===== src/rtl/cdq_pkg.sv =====
`timescale 1ns / 1ps
// shared constants, codes and control types of the circular deque
// no dependencies

package cdq_pkg;

   localparam int DEPTH  = 64;
   localparam int IDX_W  = $clog2(DEPTH);
   localparam int OCC_W  = $clog2(DEPTH + 1);
   localparam int SUM_W  = OCC_W + 1;
   localparam int CMD_W  = 3;
   localparam int STAT_W = 2;
   localparam int DATA_W = 32;

   localparam logic [CMD_W-1:0] CMD_INS_FRONT = 3'd0;
   localparam logic [CMD_W-1:0] CMD_INS_REAR  = 3'd1;
   localparam logic [CMD_W-1:0] CMD_DEL_FRONT = 3'd2;
   localparam logic [CMD_W-1:0] CMD_DEL_REAR  = 3'd3;
   localparam logic [CMD_W-1:0] CMD_DISPLAY   = 3'd4;

   localparam logic [STAT_W-1:0] STAT_DONE  = 2'd0;
   localparam logic [STAT_W-1:0] STAT_EMPTY = 2'd1;
   localparam logic [STAT_W-1:0] STAT_FULL  = 2'd2;

   typedef enum logic [1:0] {
      ST_IDLE,
      ST_EXEC,
      ST_EMIT
   } state_type;

   typedef enum logic [2:0] {
      OFS_WALK,
      OFS_WALK_NEXT,
      OFS_FRONT,
      OFS_REAR,
      OFS_TAIL
   } ofs_sel_type;

   typedef enum logic [1:0] {
      PTR_HOLD,
      PTR_INC,
      PTR_DEC
   } ptr_op_type;

   typedef struct packed {
      logic              req_take;
      ofs_sel_type       ofs_sel;
      logic              ram_wr;
      logic              ram_rd;
      ptr_op_type        head_op;
      ptr_op_type        occ_op;
      logic              walk_inc;
      logic              out_load;
      logic [STAT_W-1:0] out_status;
      logic              out_from_ram;
      logic              out_last;
   } dp_cmd_type;

   typedef struct packed {
      logic empty;
      logic full;
      logic walk_last;
      logic out_free;
   } dp_stat_type;

endpackage


===== src/rtl/cdq_if.sv =====
`timescale 1ns / 1ps
// valid/ready channel interfaces for command and result words
// depends on cdq_pkg

interface cdq_req_if;
   logic                             valid;
   logic                             ready;
   logic [cdq_pkg::CMD_W-1:0]        command;
   logic signed [cdq_pkg::DATA_W-1:0] value;

   modport source (output valid, output command, output value, input ready);
   modport sink (input valid, input command, input value, output ready);
endinterface

interface cdq_rsp_if;
   logic                              valid;
   logic                              ready;
   logic [cdq_pkg::STAT_W-1:0]        status;
   logic signed [cdq_pkg::DATA_W-1:0] element;
   logic                              last;

   modport source (output valid, output status, output element, output last, input ready);
   modport sink (input valid, input status, input element, input last, output ready);
endinterface


===== src/rtl/cdq_ram.sv =====
`timescale 1ns / 1ps
// generic single-write, single-read ram with registered read data
// no dependencies

module cdq_ram #(
   parameter int WIDTH = 32,
   parameter int DEPTH = 64
) (
   input  logic                     clock,
   input  logic                     wr_en,
   input  logic [$clog2(DEPTH)-1:0] wr_addr,
   input  logic [WIDTH-1:0]         wr_data,
   input  logic                     rd_en,
   input  logic [$clog2(DEPTH)-1:0] rd_addr,
   output logic [WIDTH-1:0]         rd_data
);

   logic [WIDTH-1:0] mem_ff [DEPTH];
   logic [WIDTH-1:0] rd_data_ff;

   always_ff @(posedge clock) begin
      if (wr_en) begin
         mem_ff[wr_addr] <= wr_data;
      end
      if (rd_en) begin
         rd_data_ff <= mem_ff[rd_addr];
      end
   end

   assign rd_data = rd_data_ff;

endmodule


===== src/rtl/cdq_ctrl.sv =====
`timescale 1ns / 1ps
// controller of the circular deque: command latch and sequencing fsm
// depends on cdq_pkg

module cdq_ctrl (
   input  logic                      clock,
   input  logic                      reset,
   input  logic                      req_valid,
   output logic                      req_ready,
   input  logic [cdq_pkg::CMD_W-1:0] req_command,
   input  cdq_pkg::dp_stat_type      stat,
   output cdq_pkg::dp_cmd_type       cmd
);

   cdq_pkg::state_type        state_ff, state_in;
   logic [cdq_pkg::CMD_W-1:0] cmd_ff, cmd_in;
   logic                      accept;
   logic                      is_delete;

   assign req_ready = (state_ff == cdq_pkg::ST_IDLE) && !reset;
   assign accept    = req_valid && req_ready;
   assign is_delete = (cmd_ff == cdq_pkg::CMD_DEL_FRONT) || (cmd_ff == cdq_pkg::CMD_DEL_REAR);

   always_comb begin
      cmd_in = accept ? req_command : cmd_ff;
   end

   // next state
   always_comb begin
      state_in = state_ff;
      unique case (state_ff)
         cdq_pkg::ST_IDLE: begin
            if (accept) begin
               state_in = cdq_pkg::ST_EXEC;
            end
         end
         cdq_pkg::ST_EXEC: begin
            case (cmd_ff) inside
               cdq_pkg::CMD_INS_FRONT, cdq_pkg::CMD_INS_REAR: begin
                  if (stat.out_free) begin
                     state_in = cdq_pkg::ST_IDLE;
                  end
               end
               cdq_pkg::CMD_DEL_FRONT, cdq_pkg::CMD_DEL_REAR, cdq_pkg::CMD_DISPLAY: begin
                  if (!stat.empty) begin
                     state_in = cdq_pkg::ST_EMIT;
                  end else if (stat.out_free) begin
                     state_in = cdq_pkg::ST_IDLE;
                  end
               end
               default: begin
                  state_in = cdq_pkg::ST_IDLE;
               end
            endcase
         end
         cdq_pkg::ST_EMIT: begin
            if (stat.out_free && (is_delete || stat.walk_last)) begin
               state_in = cdq_pkg::ST_IDLE;
            end
         end
         default: begin
            state_in = cdq_pkg::ST_IDLE;
         end
      endcase
   end

   // datapath commands
   always_comb begin
      cmd.req_take     = accept;
      cmd.ofs_sel      = cdq_pkg::OFS_WALK;
      cmd.ram_wr       = 1'b0;
      cmd.ram_rd       = 1'b0;
      cmd.head_op      = cdq_pkg::PTR_HOLD;
      cmd.occ_op       = cdq_pkg::PTR_HOLD;
      cmd.walk_inc     = 1'b0;
      cmd.out_load     = 1'b0;
      cmd.out_status   = cdq_pkg::STAT_DONE;
      cmd.out_from_ram = 1'b0;
      cmd.out_last     = 1'b1;
      unique case (state_ff)
         cdq_pkg::ST_IDLE: begin
         end
         cdq_pkg::ST_EXEC: begin
            case (cmd_ff) inside
               cdq_pkg::CMD_INS_FRONT, cdq_pkg::CMD_INS_REAR: begin
                  if (stat.out_free) begin
                     cmd.out_load = 1'b1;
                     if (stat.full) begin
                        cmd.out_status = cdq_pkg::STAT_FULL;
                     end else begin
                        cmd.ram_wr = 1'b1;
                        cmd.occ_op = cdq_pkg::PTR_INC;
                        if (cmd_ff == cdq_pkg::CMD_INS_FRONT) begin
                           cmd.ofs_sel = cdq_pkg::OFS_FRONT;
                           cmd.head_op = cdq_pkg::PTR_DEC;
                        end else begin
                           cmd.ofs_sel = cdq_pkg::OFS_REAR;
                        end
                     end
                  end
               end
               cdq_pkg::CMD_DEL_FRONT, cdq_pkg::CMD_DEL_REAR, cdq_pkg::CMD_DISPLAY: begin
                  if (!stat.empty) begin
                     cmd.ram_rd = 1'b1;
                     if (cmd_ff == cdq_pkg::CMD_DEL_FRONT) begin
                        cmd.head_op = cdq_pkg::PTR_INC;
                        cmd.occ_op  = cdq_pkg::PTR_DEC;
                     end else if (cmd_ff == cdq_pkg::CMD_DEL_REAR) begin
                        cmd.ofs_sel = cdq_pkg::OFS_TAIL;
                        cmd.occ_op  = cdq_pkg::PTR_DEC;
                     end
                  end else if (stat.out_free) begin
                     cmd.out_load   = 1'b1;
                     cmd.out_status = cdq_pkg::STAT_EMPTY;
                  end
               end
               default: begin
               end
            endcase
         end
         cdq_pkg::ST_EMIT: begin
            if (stat.out_free) begin
               cmd.out_load     = 1'b1;
               cmd.out_from_ram = 1'b1;
               cmd.out_last     = is_delete || stat.walk_last;
               if (!(is_delete || stat.walk_last)) begin
                  cmd.walk_inc = 1'b1;
                  cmd.ram_rd   = 1'b1;
                  cmd.ofs_sel  = cdq_pkg::OFS_WALK_NEXT;
               end
            end
         end
         default: begin
         end
      endcase
   end

   always_ff @(posedge clock) begin
      if (reset) begin
         state_ff <= cdq_pkg::ST_IDLE;
         cmd_ff   <= cdq_pkg::CMD_DISPLAY;
      end else begin
         state_ff <= state_in;
         cmd_ff   <= cmd_in;
      end
   end

endmodule


===== src/rtl/cdq_dp.sv =====
`timescale 1ns / 1ps
// datapath of the circular deque: ring pointers, ring ram and result register
// depends on cdq_pkg and cdq_ram

module cdq_dp (
   input  logic                               clock,
   input  logic                               reset,
   input  logic signed [cdq_pkg::DATA_W-1:0]  req_value,
   input  cdq_pkg::dp_cmd_type                cmd,
   output cdq_pkg::dp_stat_type               stat,
   input  logic                               rsp_ready,
   output logic                               rsp_valid,
   output logic [cdq_pkg::STAT_W-1:0]         rsp_status,
   output logic signed [cdq_pkg::DATA_W-1:0]  rsp_element,
   output logic                               rsp_last
);

   logic [cdq_pkg::IDX_W-1:0]  head_ff, head_in;
   logic [cdq_pkg::OCC_W-1:0]  occ_ff, occ_in;
   logic [cdq_pkg::IDX_W-1:0]  walk_ff, walk_in;
   logic [cdq_pkg::DATA_W-1:0] value_ff, value_in;
   logic                       valid_ff, valid_in;
   logic [cdq_pkg::STAT_W-1:0] status_ff, status_in;
   logic [cdq_pkg::DATA_W-1:0] element_ff, element_in;
   logic                       last_ff, last_in;

   logic [cdq_pkg::OCC_W-1:0]  ofs;
   logic [cdq_pkg::SUM_W-1:0]  pos_sum;
   logic [cdq_pkg::SUM_W-1:0]  pos_wrap;
   logic [cdq_pkg::IDX_W-1:0]  ram_addr;
   logic [cdq_pkg::DATA_W-1:0] ram_rdata;

   // ring position of head plus offset, modulo depth
   always_comb begin
      case (cmd.ofs_sel)
         cdq_pkg::OFS_WALK:      ofs = cdq_pkg::OCC_W'(walk_ff);
         cdq_pkg::OFS_WALK_NEXT: ofs = cdq_pkg::OCC_W'(walk_ff) + cdq_pkg::OCC_W'(1);
         cdq_pkg::OFS_FRONT:     ofs = cdq_pkg::OCC_W'(cdq_pkg::DEPTH - 1);
         cdq_pkg::OFS_REAR:      ofs = occ_ff;
         cdq_pkg::OFS_TAIL:      ofs = occ_ff - cdq_pkg::OCC_W'(1);
         default:                ofs = cdq_pkg::OCC_W'(walk_ff);
      endcase
      pos_sum  = cdq_pkg::SUM_W'(head_ff) + cdq_pkg::SUM_W'(ofs);
      pos_wrap = (pos_sum >= cdq_pkg::SUM_W'(cdq_pkg::DEPTH))
                 ? pos_sum - cdq_pkg::SUM_W'(cdq_pkg::DEPTH) : pos_sum;
      ram_addr = pos_wrap[cdq_pkg::IDX_W-1:0];
   end

   cdq_ram #(
      .WIDTH (cdq_pkg::DATA_W),
      .DEPTH (cdq_pkg::DEPTH)
   ) u_ram (
      .clock   (clock),
      .wr_en   (cmd.ram_wr),
      .wr_addr (ram_addr),
      .wr_data (value_ff),
      .rd_en   (cmd.ram_rd),
      .rd_addr (ram_addr),
      .rd_data (ram_rdata)
   );

   always_comb begin
      case (cmd.head_op)
         cdq_pkg::PTR_INC: begin
            head_in = (head_ff == cdq_pkg::IDX_W'(cdq_pkg::DEPTH - 1))
                      ? '0 : head_ff + cdq_pkg::IDX_W'(1);
         end
         cdq_pkg::PTR_DEC: begin
            head_in = (head_ff == '0)
                      ? cdq_pkg::IDX_W'(cdq_pkg::DEPTH - 1) : head_ff - cdq_pkg::IDX_W'(1);
         end
         default: head_in = head_ff;
      endcase
      case (cmd.occ_op)
         cdq_pkg::PTR_INC: occ_in = occ_ff + cdq_pkg::OCC_W'(1);
         cdq_pkg::PTR_DEC: occ_in = occ_ff - cdq_pkg::OCC_W'(1);
         default:          occ_in = occ_ff;
      endcase
      if (cmd.req_take) begin
         walk_in = '0;
      end else if (cmd.walk_inc) begin
         walk_in = walk_ff + cdq_pkg::IDX_W'(1);
      end else begin
         walk_in = walk_ff;
      end
      value_in = cmd.req_take ? req_value : value_ff;
   end

   // result word register
   always_comb begin
      valid_in   = valid_ff && !rsp_ready;
      status_in  = status_ff;
      element_in = element_ff;
      last_in    = last_ff;
      if (cmd.out_load) begin
         valid_in   = 1'b1;
         status_in  = cmd.out_status;
         element_in = cmd.out_from_ram ? ram_rdata : '0;
         last_in    = cmd.out_last;
      end
   end

   always_ff @(posedge clock) begin
      if (reset) begin
         head_ff  <= '0;
         occ_ff   <= '0;
         walk_ff  <= '0;
         valid_ff <= 1'b0;
      end else begin
         head_ff  <= head_in;
         occ_ff   <= occ_in;
         walk_ff  <= walk_in;
         valid_ff <= valid_in;
      end
   end

   always_ff @(posedge clock) begin
      value_ff   <= value_in;
      status_ff  <= status_in;
      element_ff <= element_in;
      last_ff    <= last_in;
   end

   assign stat.empty     = (occ_ff == '0);
   assign stat.full      = (occ_ff == cdq_pkg::OCC_W'(cdq_pkg::DEPTH));
   assign stat.walk_last = ((cdq_pkg::OCC_W'(walk_ff) + cdq_pkg::OCC_W'(1)) == occ_ff);
   assign stat.out_free  = !valid_ff || rsp_ready;

   assign rsp_valid   = valid_ff;
   assign rsp_status  = status_ff;
   assign rsp_element = element_ff;
   assign rsp_last    = last_ff;

   a_occ_range: assert property (@(posedge clock) disable iff (reset)
      occ_ff <= cdq_pkg::OCC_W'(cdq_pkg::DEPTH))
      else $error("occupancy beyond ring depth");

   a_head_range: assert property (@(posedge clock) disable iff (reset)
      head_ff < cdq_pkg::IDX_W'(cdq_pkg::DEPTH - 1) || head_ff == cdq_pkg::IDX_W'(cdq_pkg::DEPTH - 1))
      else $error("head index outside ring");

   a_load_free: assert property (@(posedge clock) disable iff (reset)
      cmd.out_load |-> stat.out_free)
      else $error("result register overwritten while held");

   a_write_room: assert property (@(posedge clock) disable iff (reset)
      cmd.ram_wr |=> occ_ff == $past(occ_ff) + cdq_pkg::OCC_W'(1))
      else $error("insert without occupancy growth");

   a_read_held: assert property (@(posedge clock) disable iff (reset)
      cmd.ram_rd |-> !stat.empty)
      else $error("ring read while empty");

endmodule


===== src/rtl/circular_deque_unit.sv =====
`timescale 1ns / 1ps
// top level of the circular deque: controller plus datapath
// depends on cdq_pkg, cdq_if, cdq_ctrl and cdq_dp
//
//  channel  dir  word fields                 handshake
//  req_ch   in   command[2:0] value[31:0]    valid/ready
//  rsp_ch   out  status[1:0] element[31:0]   valid/ready, last marks final word
//
// insert, or delete or display on an empty ring: take, then execute
// unknown command: take, then execute, and no word; delete: take, ring read, result
// display: take, ring read, then one element a cycle while rsp_ch is not stalled, paced by
// the registered ram read and the result register
// reset clears head and occupancy at once; ring contents need no clearing
// req_ch is ready only between commands and out of reset; a stalled rsp_ch holds the word

module circular_deque_unit (
   input  logic       clock,
   input  logic       reset,
   cdq_req_if.sink    req_ch,
   cdq_rsp_if.source  rsp_ch
);

   cdq_pkg::dp_cmd_type  dp_cmd;
   cdq_pkg::dp_stat_type dp_stat;

   cdq_ctrl u_ctrl (
      .clock       (clock),
      .reset       (reset),
      .req_valid   (req_ch.valid),
      .req_ready   (req_ch.ready),
      .req_command (req_ch.command),
      .stat        (dp_stat),
      .cmd         (dp_cmd)
   );

   cdq_dp u_dp (
      .clock       (clock),
      .reset       (reset),
      .req_value   (req_ch.value),
      .cmd         (dp_cmd),
      .stat        (dp_stat),
      .rsp_ready   (rsp_ch.ready),
      .rsp_valid   (rsp_ch.valid),
      .rsp_status  (rsp_ch.status),
      .rsp_element (rsp_ch.element),
      .rsp_last    (rsp_ch.last)
   );

endmodule

===== src/flat_wrapper.sv =====
// flat-port wrapper written by rule: the top's interface ports become plain ports
module circular_deque_unit_flat 
  (clock, reset, req_ch_valid, req_ch_command, req_ch_value, req_ch_ready, rsp_ch_valid, rsp_ch_status, rsp_ch_element, rsp_ch_last, rsp_ch_ready);
  cdq_req_if req_ch_i ();
  cdq_rsp_if rsp_ch_i ();
  input  logic clock;
  input  logic reset;
  input wire logic [$bits(req_ch_i.valid)-1:0] req_ch_valid;
  input wire logic [$bits(req_ch_i.command)-1:0] req_ch_command;
  input wire logic [$bits(req_ch_i.value)-1:0] req_ch_value;
  output wire logic [$bits(req_ch_i.ready)-1:0] req_ch_ready;
  output wire logic [$bits(rsp_ch_i.valid)-1:0] rsp_ch_valid;
  output wire logic [$bits(rsp_ch_i.status)-1:0] rsp_ch_status;
  output wire logic [$bits(rsp_ch_i.element)-1:0] rsp_ch_element;
  output wire logic [$bits(rsp_ch_i.last)-1:0] rsp_ch_last;
  input wire logic [$bits(rsp_ch_i.ready)-1:0] rsp_ch_ready;
  assign req_ch_i.valid = req_ch_valid;
  assign req_ch_i.command = req_ch_command;
  assign req_ch_i.value = req_ch_value;
  assign req_ch_ready = req_ch_i.ready;
  assign rsp_ch_valid = rsp_ch_i.valid;
  assign rsp_ch_status = rsp_ch_i.status;
  assign rsp_ch_element = rsp_ch_i.element;
  assign rsp_ch_last = rsp_ch_i.last;
  assign rsp_ch_i.ready = rsp_ch_ready;
  circular_deque_unit u_core (.clock(clock), .reset(reset), .req_ch(req_ch_i), .rsp_ch(rsp_ch_i));
endmodule

===== config.mk =====
export PLATFORM = sky130hd
export DESIGN_NAME = circular_deque_unit_flat
export DESIGN_NICKNAME = d
export VERILOG_FILES = /design/src/rtl/cdq_pkg.sv /design/src/rtl/cdq_if.sv /design/src/rtl/cdq_ram.sv /design/src/rtl/cdq_ctrl.sv /design/src/rtl/cdq_dp.sv /design/src/rtl/circular_deque_unit.sv /design/src/flat_wrapper.sv
export SDC_FILE = /design/constraint.sdc
export NUM_CORES = 2
export LEC_CHECK = 0
export BUFFER_PORTS_ARGS = -buffer_cell sky130_fd_sc_hd__buf_2
export CAP_MARGIN = 20
export CELL_PAD_IN_SITES_DETAIL_PLACEMENT = 1
export CELL_PAD_IN_SITES_GLOBAL_PLACEMENT = 1
export CORE_UTILIZATION = 45
export CTS_CLUSTER_SIZE = 16
export DETAILED_ROUTE_END_ITERATION = 12
export GPL_ROUTABILITY_DRIVEN = 0
export GPL_TIMING_DRIVEN = 0
export PLACE_DENSITY_LB_ADDON = 0.1
export RECOVER_POWER = 25
export SYNTH_ARGS = -nofsm -noshare
export SYNTH_HDL_FRONTEND = slang
export SYNTH_HIERARCHICAL = 1
export SYNTH_SLANG_ARGS = --single-unit

===== constraint.sdc =====
create_clock -name clock -period 10.2 [get_ports clock]
set_input_delay 2.04 -clock clock [delete_from_list [all_inputs] [get_ports clock]]
set_output_delay 2.04 -clock clock [all_outputs]
set_load 0.01 [all_outputs]

-- Yosys cells after proc, flatten, opt, wreduce, memory -nomap -nowiden
Memories as Yosys holds them, arrays and structs flattened. A register that Yosys moved wholly into a read port is not among the register bits.
Index checks and enable logic that the tools add are counted.
Widths: inputs -> output; s select.
- $add $sub $neg: 8
- $lt $le $gt $ge: 1
- equality and inequality tests: 19
- muxes and demuxes: 55
- reductions and logical operators: 21
- operators with widths (kind ; number):
    $mux 3 ; 13
    $pmux 7 s4 ; 1
    $mux 2 ; 13
    $mux 4 ; 5
    $mux 6 ; 3
    $pmux 7 s2 ; 1
    $mux 1 ; 13
    $add 6x1->6 const B ; 2
    $eq 3x2->1 const B ; 4
    $pmux 6 s2 ; 1
    $sub 6x1->6 const B ; 2
    $add 6x7->8 ; 1
    $ge 8x7->1 const B ; 1
    $add 6x1->7 const B ; 1
    $add 7x1->7 const B ; 1
    $eq 7x7->1 ; 1
    $eq 7x7->1 const B ; 1
    $logic_not 7->1 ; 1
    $sub 7x1->7 const B ; 1
    $eq 2x1->1 const B ; 3
    $eq 2x2->1 const B ; 3
    $eq 3x1->1 const B ; 2
    $eq 3x3->1 const B ; 2
    $eq 6x6->1 const B ; 1
    other kinds (15) ; 27
- register bits: 92
- RAM bits: 2048
- input bits: 39
- output and inout port bits: 37
- word-level logic and storage cells: 115
- memories: 1
- memory list (name ; depth ; bits a word ; rd ports ; clocked after Yosys merged registers in ; write ports ; RTL line ; RTL):
    u_core.u_dp.u_ram.mem_ff ; 64 ; 32 ; 1 ; 1 ; 1 ; cdq_ram.sv:18 ; logic [WIDTH-1:0] mem_ff [DEPTH];

-- Logic depth before layout (Yosys ltp)
- depth in word-level cells: 12
- mapped depth: 29

-- Hierarchy
Netlist, hierarchy kept.
- modules (own cells, without submodules) (module ; times used ; cells an instance ; area an instance (µm²)):
    cdq_ram ; 1 ; 3324 ; 78833.1
    cdq_dp ; 1 ; 371 ; 4206.5
    cdq_ctrl ; 1 ; 65 ; 481.7

-- Worst setup path before layout
No wires, ideal clock.
- path kind: input-to-reg
- start: input port rsp_ch_ready
- end: memory u_core.u_dp.u_ram.mem_ff[48][0] (enable)
- library setup time: 0.461 ns
- data arrival time: 7.787 ns
- required time: 9.739 ns
- setup slack: 1.952 ns
- stages: 19
- buffers on the path: 2
- cells stage by stage: nand2b_1 > nand2_1 > nor4_1 > a21oi_1 > nor2b_1 > clkbuf_1 > nor3_1 > a21oi_1 > nor2_1 > a221oi_1 > ha_1 > a21oi_1 > o211ai_1 > a21oi_1 > xor2_1 > xnor2_1 > clkbuf_1 > nand4b_1 > nor3_1
- RTL lines (item ; RTL line ; RTL):
    start, declared ; flat_wrapper.sv:16 ; input wire logic [$bits(rsp_ch_i.ready)-1:0] rsp_ch_ready;
    end, declared ; cdq_ram.sv:18 ;

==> results.md <==
- Clock Sinks: roughly 2,200
- Crit path to: u_core/u_dp/u_ram/rd_data[15]
- Max stage delay cell, worst path: a21oi_1
- WP depth: 23
- Final net count: 4,297
- CP Class: in2reg
- Worst Setup SP: rsp_ch_ready
- Post-synth EDFFs: roughly 2,100
- Total grt overflow: 0
- Top Ports: between 70 and 80
- Synth Warn #: 6
- Drt drc: 0
- DR WL/cell: 39.42 um
- PwrDens: roughly 190 nW/um^2
- Hold path cells: 1
- Final wirelength: 272,100 um
- R2R cell count: 24
- # rows: 157
- Clk slew on worst S/H paths: ~60 ps
- HP Class: reg2reg
- Largest net degree at the start of global routing: 37
- Clock latency at the later pin of the worst-skew pair: 880 ps
- Synth-to-layout area growth: 16.80%
- Cts hold-fix bufs: 0
- Crit path max fanout: 10
- Fmax: around 100 MHz
- Setup WS post-layout: 234.9 ps
- Worst R2R End: u_core/u_dp/u_ram/rd_data[15]
- Post-layout min period: 9965 ps
- Register area: between 60,000 and 70,000 um^2
- Worst slack at placement: -1084 ps
- Mean post-synth cell area: 22.21 um^2
- CTS tree: yes
- Syn nets: ~3,800
- Total of max-cap violations: 5
- Total CTS buffers: 220
- Fin. max-slew vios: 165
- Filler cells: 15,790
- Vias/cell: about 6.3
- CP Buf/Inv Count: 8
- Die ar.: 187,300 um^2
- Rel. slew slack: -0.1080
- Max Buffers Root-to-Sink: 3
- Register-to-register setup slack: 560 ps
- Status: finished, violations left
- GRT Overall Usage: 0.2932
- Die Ht: 432.8 um
- Number of setup buffers added after CTS: 0
- Core ar.: 183,700 um^2
- Clock skew: between 30 and 40 ps
- Cell Chain, Critical Path: buf_2, nand2b_1, nand2_1, nor4_2, a21oi_1, nor2b_1, clkbuf_1, nor3_1, a21oi_1, nor2_1, a221oi_1, inv_1, fa_1, inv_1, buf_2, buf_2, buf_2, clkbuf_1, nand3b_1, o221ai_1, a21oi_1, a21oi_1, nor2_1
- Peak supply drop: 191.2 uV
- Actual slew at the worst max-slew pin: 1662 ps
- R2R Path Start: u_core/u_dp/occ_ff[1]
- Port Buf Inserts: 75
- Hold_ws: 521.8 ps
- Detailed-route via count: 43,660
- Largest stage delay, worst path: 910 ps
- Distinct cells, synth: 69
- Main flop type after synthesis: edfxtp_1
- Asr flop ratio synth: 0
- Clk root buf: clkbuf_16
- Violated checks: max-capacitance violations, max-slew violations
- Final setup viols: 0
- Router iterations before antenna repair: 6
- Final worst path period share: 0.9770
- Antenna-violating nets left: 0
- Share of cells above drive strength 1: 0.2836
- Seq/Total Area, Yosys: 0.7779
- Mapped cell area: between 80,000 and 90,000 um^2
- Leak: 29.54 nW
- Initial core utilization: 0.4547
- Hold Vio Cnt, Final: 0
- Starting DRT DRC Count: 6,079
- CP startpoint kind: primary input
- Crit path max-delay family: buffers and inverters
- Initial antenna violation count: 7
- #FFs+latches synth: approximately 2,200
- Required time worst endpoint: roughly 11,000 ps
- H-tree levels: 4
- Cells after synthesis: 3,760
- Die Wd: 432.8 um
- Dpl hpwl: 186,800 um
- First-pass GRT wire length: 367,100 um
- Worst Setup End Kind: flip-flop
- Area of the multi-input gates: 17,940 um^2
- RSZ-0062 raised after global routing: no
- Number of global-route vias before repair: 43,240
- Crit path DAT: about 11,000 ps
[layer usage]
| layer | wire length [um] | vias to the layer above | global-route usage |
|---|---|---|---|
| li1 | - | 16870 | - |
| met1 | 111400 | 24130 | 0.4203 |
| met2 | 126500 | 2252 | 0.4495 |
| met3 | 25370 | 403 | 0.06386 |
| met4 | 8745 | 6 | 0.09481 |
| met5 | 42 | - | 0 |
[worst min path at each step]
stage	slack [ps]	to	from
floorplan	490	u_core/u_dp/head_ff[5]	u_core/u_dp/head_ff[5]
finish	520	u_core/u_dp/rsp_element[30]	u_core/u_dp/u_ram/rd_data[30]
CTS	530	u_core/u_dp/rsp_element[30]	u_core/u_dp/u_ram/rd_data[30]
global route	540	u_core/u_dp/rsp_element[8]	u_core/u_dp/u_ram/rd_data[8]
detailed placement	510	u_core/u_dp/rsp_element[30]	u_core/u_dp/u_ram/rd_data[30]
global placement	510	u_core/u_dp/rsp_element[10]	u_core/u_dp/u_ram/rd_data[10]
[logic make-up (layout without fill, tap and decap cells)]
logic type | after synthesis | count (layout) | share of synthesized area
buffers and inverters | 232 | 904 | 0.01315
XOR/XNOR | 28 | 28 | 0.002936
AO/OA/AOI/OAI | 280 | 280 | 0.02186
other | 0 | 7 | 0
AND/OR/NAND/NOR | 389 | 389 | 0.02306
multiplexers | 642 | 642 | 0.1584
adder cells (fa/ha/maj) | 17 | 17 | 0.002637
flip-flops | 2172 | 2172 | 0.7779
[state kept, by name, indices dropped and copies added (netlist names)]
name	flops
u_core/u_dp/u_ram/rd_data	32
u_core/u_dp/rsp_status	2
u_core/u_dp/head_ff	6
u_core/u_dp/rsp_element	32
u_core/u_dp/walk_ff	6
u_core/u_ctrl/state_ff	2
u_core/u_dp/value_ff	32
u_core/u_dp/rsp_last	1
u_core/u_dp/occ_ff	7
u_core/u_dp/rsp_valid	1
u_core/u_ctrl/cmd_ff	3
u_core/u_dp/u_ram/mem_ff	2048
[area by class of cell]
cell class                      count  share of cell area
Sequential cell                  2172              0.6660
Multi-Input combinational cell   1356              0.1839
Clock buffer                      273             0.05869
Timing Repair Buffer              259             0.03662
Tap cell                         2464             0.03160
Clock inverter                    140             0.01163
Buffer                            210             0.01049
Inverter                           22           0.0008465
Antenna cell                        7           0.0001796
[power breakdown]
group	internal (W)	leakage, nW	switching (W)
Sequential	0.00979	19.5	0.0000356
Clock	0.00435	3.34	0.00346
Combinational	0.000317	6.75	0.000517
[cell usage after synthesis (4+ instances only)]
master	instances	area (um^2)
edfxtp_1	2147	64470
mux4_2	544	12250
nor2_1	172	645.6
clkbuf_1	100	375.4
mux2i_1	97	970.9
a21oi_1	91	455.4
o22ai_1	85	531.8
buf_2	60	300.3
nand2_1	45	168.9
and2_1	40	250.2
nor2b_1	31	193.9
o221ai_1	28	245.2
buf_4	27	202.7
dfxtp_1	25	500.5
inv_1	22	82.58
nand3_1	17	85.08
ha_1	16	200.2
xnor2_1	15	131.4
a22oi_1	14	105.1
and3_1	14	87.58
buf_1	14	52.55
nor3_1	14	70.07
o21ai_0	14	70.07
nand2b_1	13	81.33
xor2_1	13	113.9
a311oi_1	11	96.34
nand3b_1	7	52.55
buf_6	6	67.56
o32ai_1	6	52.55
or3_1	5	31.28
a31oi_1	4	25.02
a41o_1	4	40.04
nand4_1	4	25.02
[through the flow]
stage	utilization	power (W)	TNS, ps	instances	cell area [um^2]
after floorplan	-	0.01047	0	3760	83520
after global placement	0.4736	0.01081	-4831070	6299	86980
after detailed placement	0.4976	0.01088	-12290	6483	91400
after CTS	0.5350	0.01862	0	6896	98270
after global routing	0.5310	0.01890	0	6896	97530
final	0.5311	0.01848	0	6903	97550
[cell usage in the layout (no fill, tap or decap), types with 11 or more instances in the layout]
master / synthesis / routed
edfxtp_1: 2147 / 2147
mux4_2: 544 / 544
clkbuf_16: 0 / 221
clkbuf_1: 100 / 178
buf_2: 60 / 135
nor2_1: 172 / 110
buf_12: 0 / 100
mux2i_1: 97 / 97
a21oi_1: 91 / 91
o22ai_1: 85 / 85
nor2_4: 1 / 63
clkinv_1: 0 / 62
nand2_1: 45 / 45
and2_1: 40 / 40
clkinv_2: 0 / 38
nor2b_1: 31 / 31
buf_4: 27 / 29
o221ai_1: 28 / 28
buf_16: 0 / 28
dfxtp_1: 25 / 25
inv_1: 22 / 22
nand3_1: 17 / 17
buf_6: 6 / 17
ha_1: 16 / 16
bufinv_16: 0 / 15
xnor2_1: 15 / 15
and3_1: 14 / 14
o21ai_0: 14 / 14
a22oi_1: 14 / 14
buf_1: 14 / 14
nand2b_1: 13 / 13
xor2_1: 13 / 13
nor3_1: 14 / 12
a311oi_1: 11 / 11
buf_8: 0 / 11
[what timing repair did]
item,CTS,global route
hold endpoints to repair,0,0
gates resized for setup,1,0
setup endpoints to repair,2,0
Note: power is estimated with default switching activity, not from simulation.
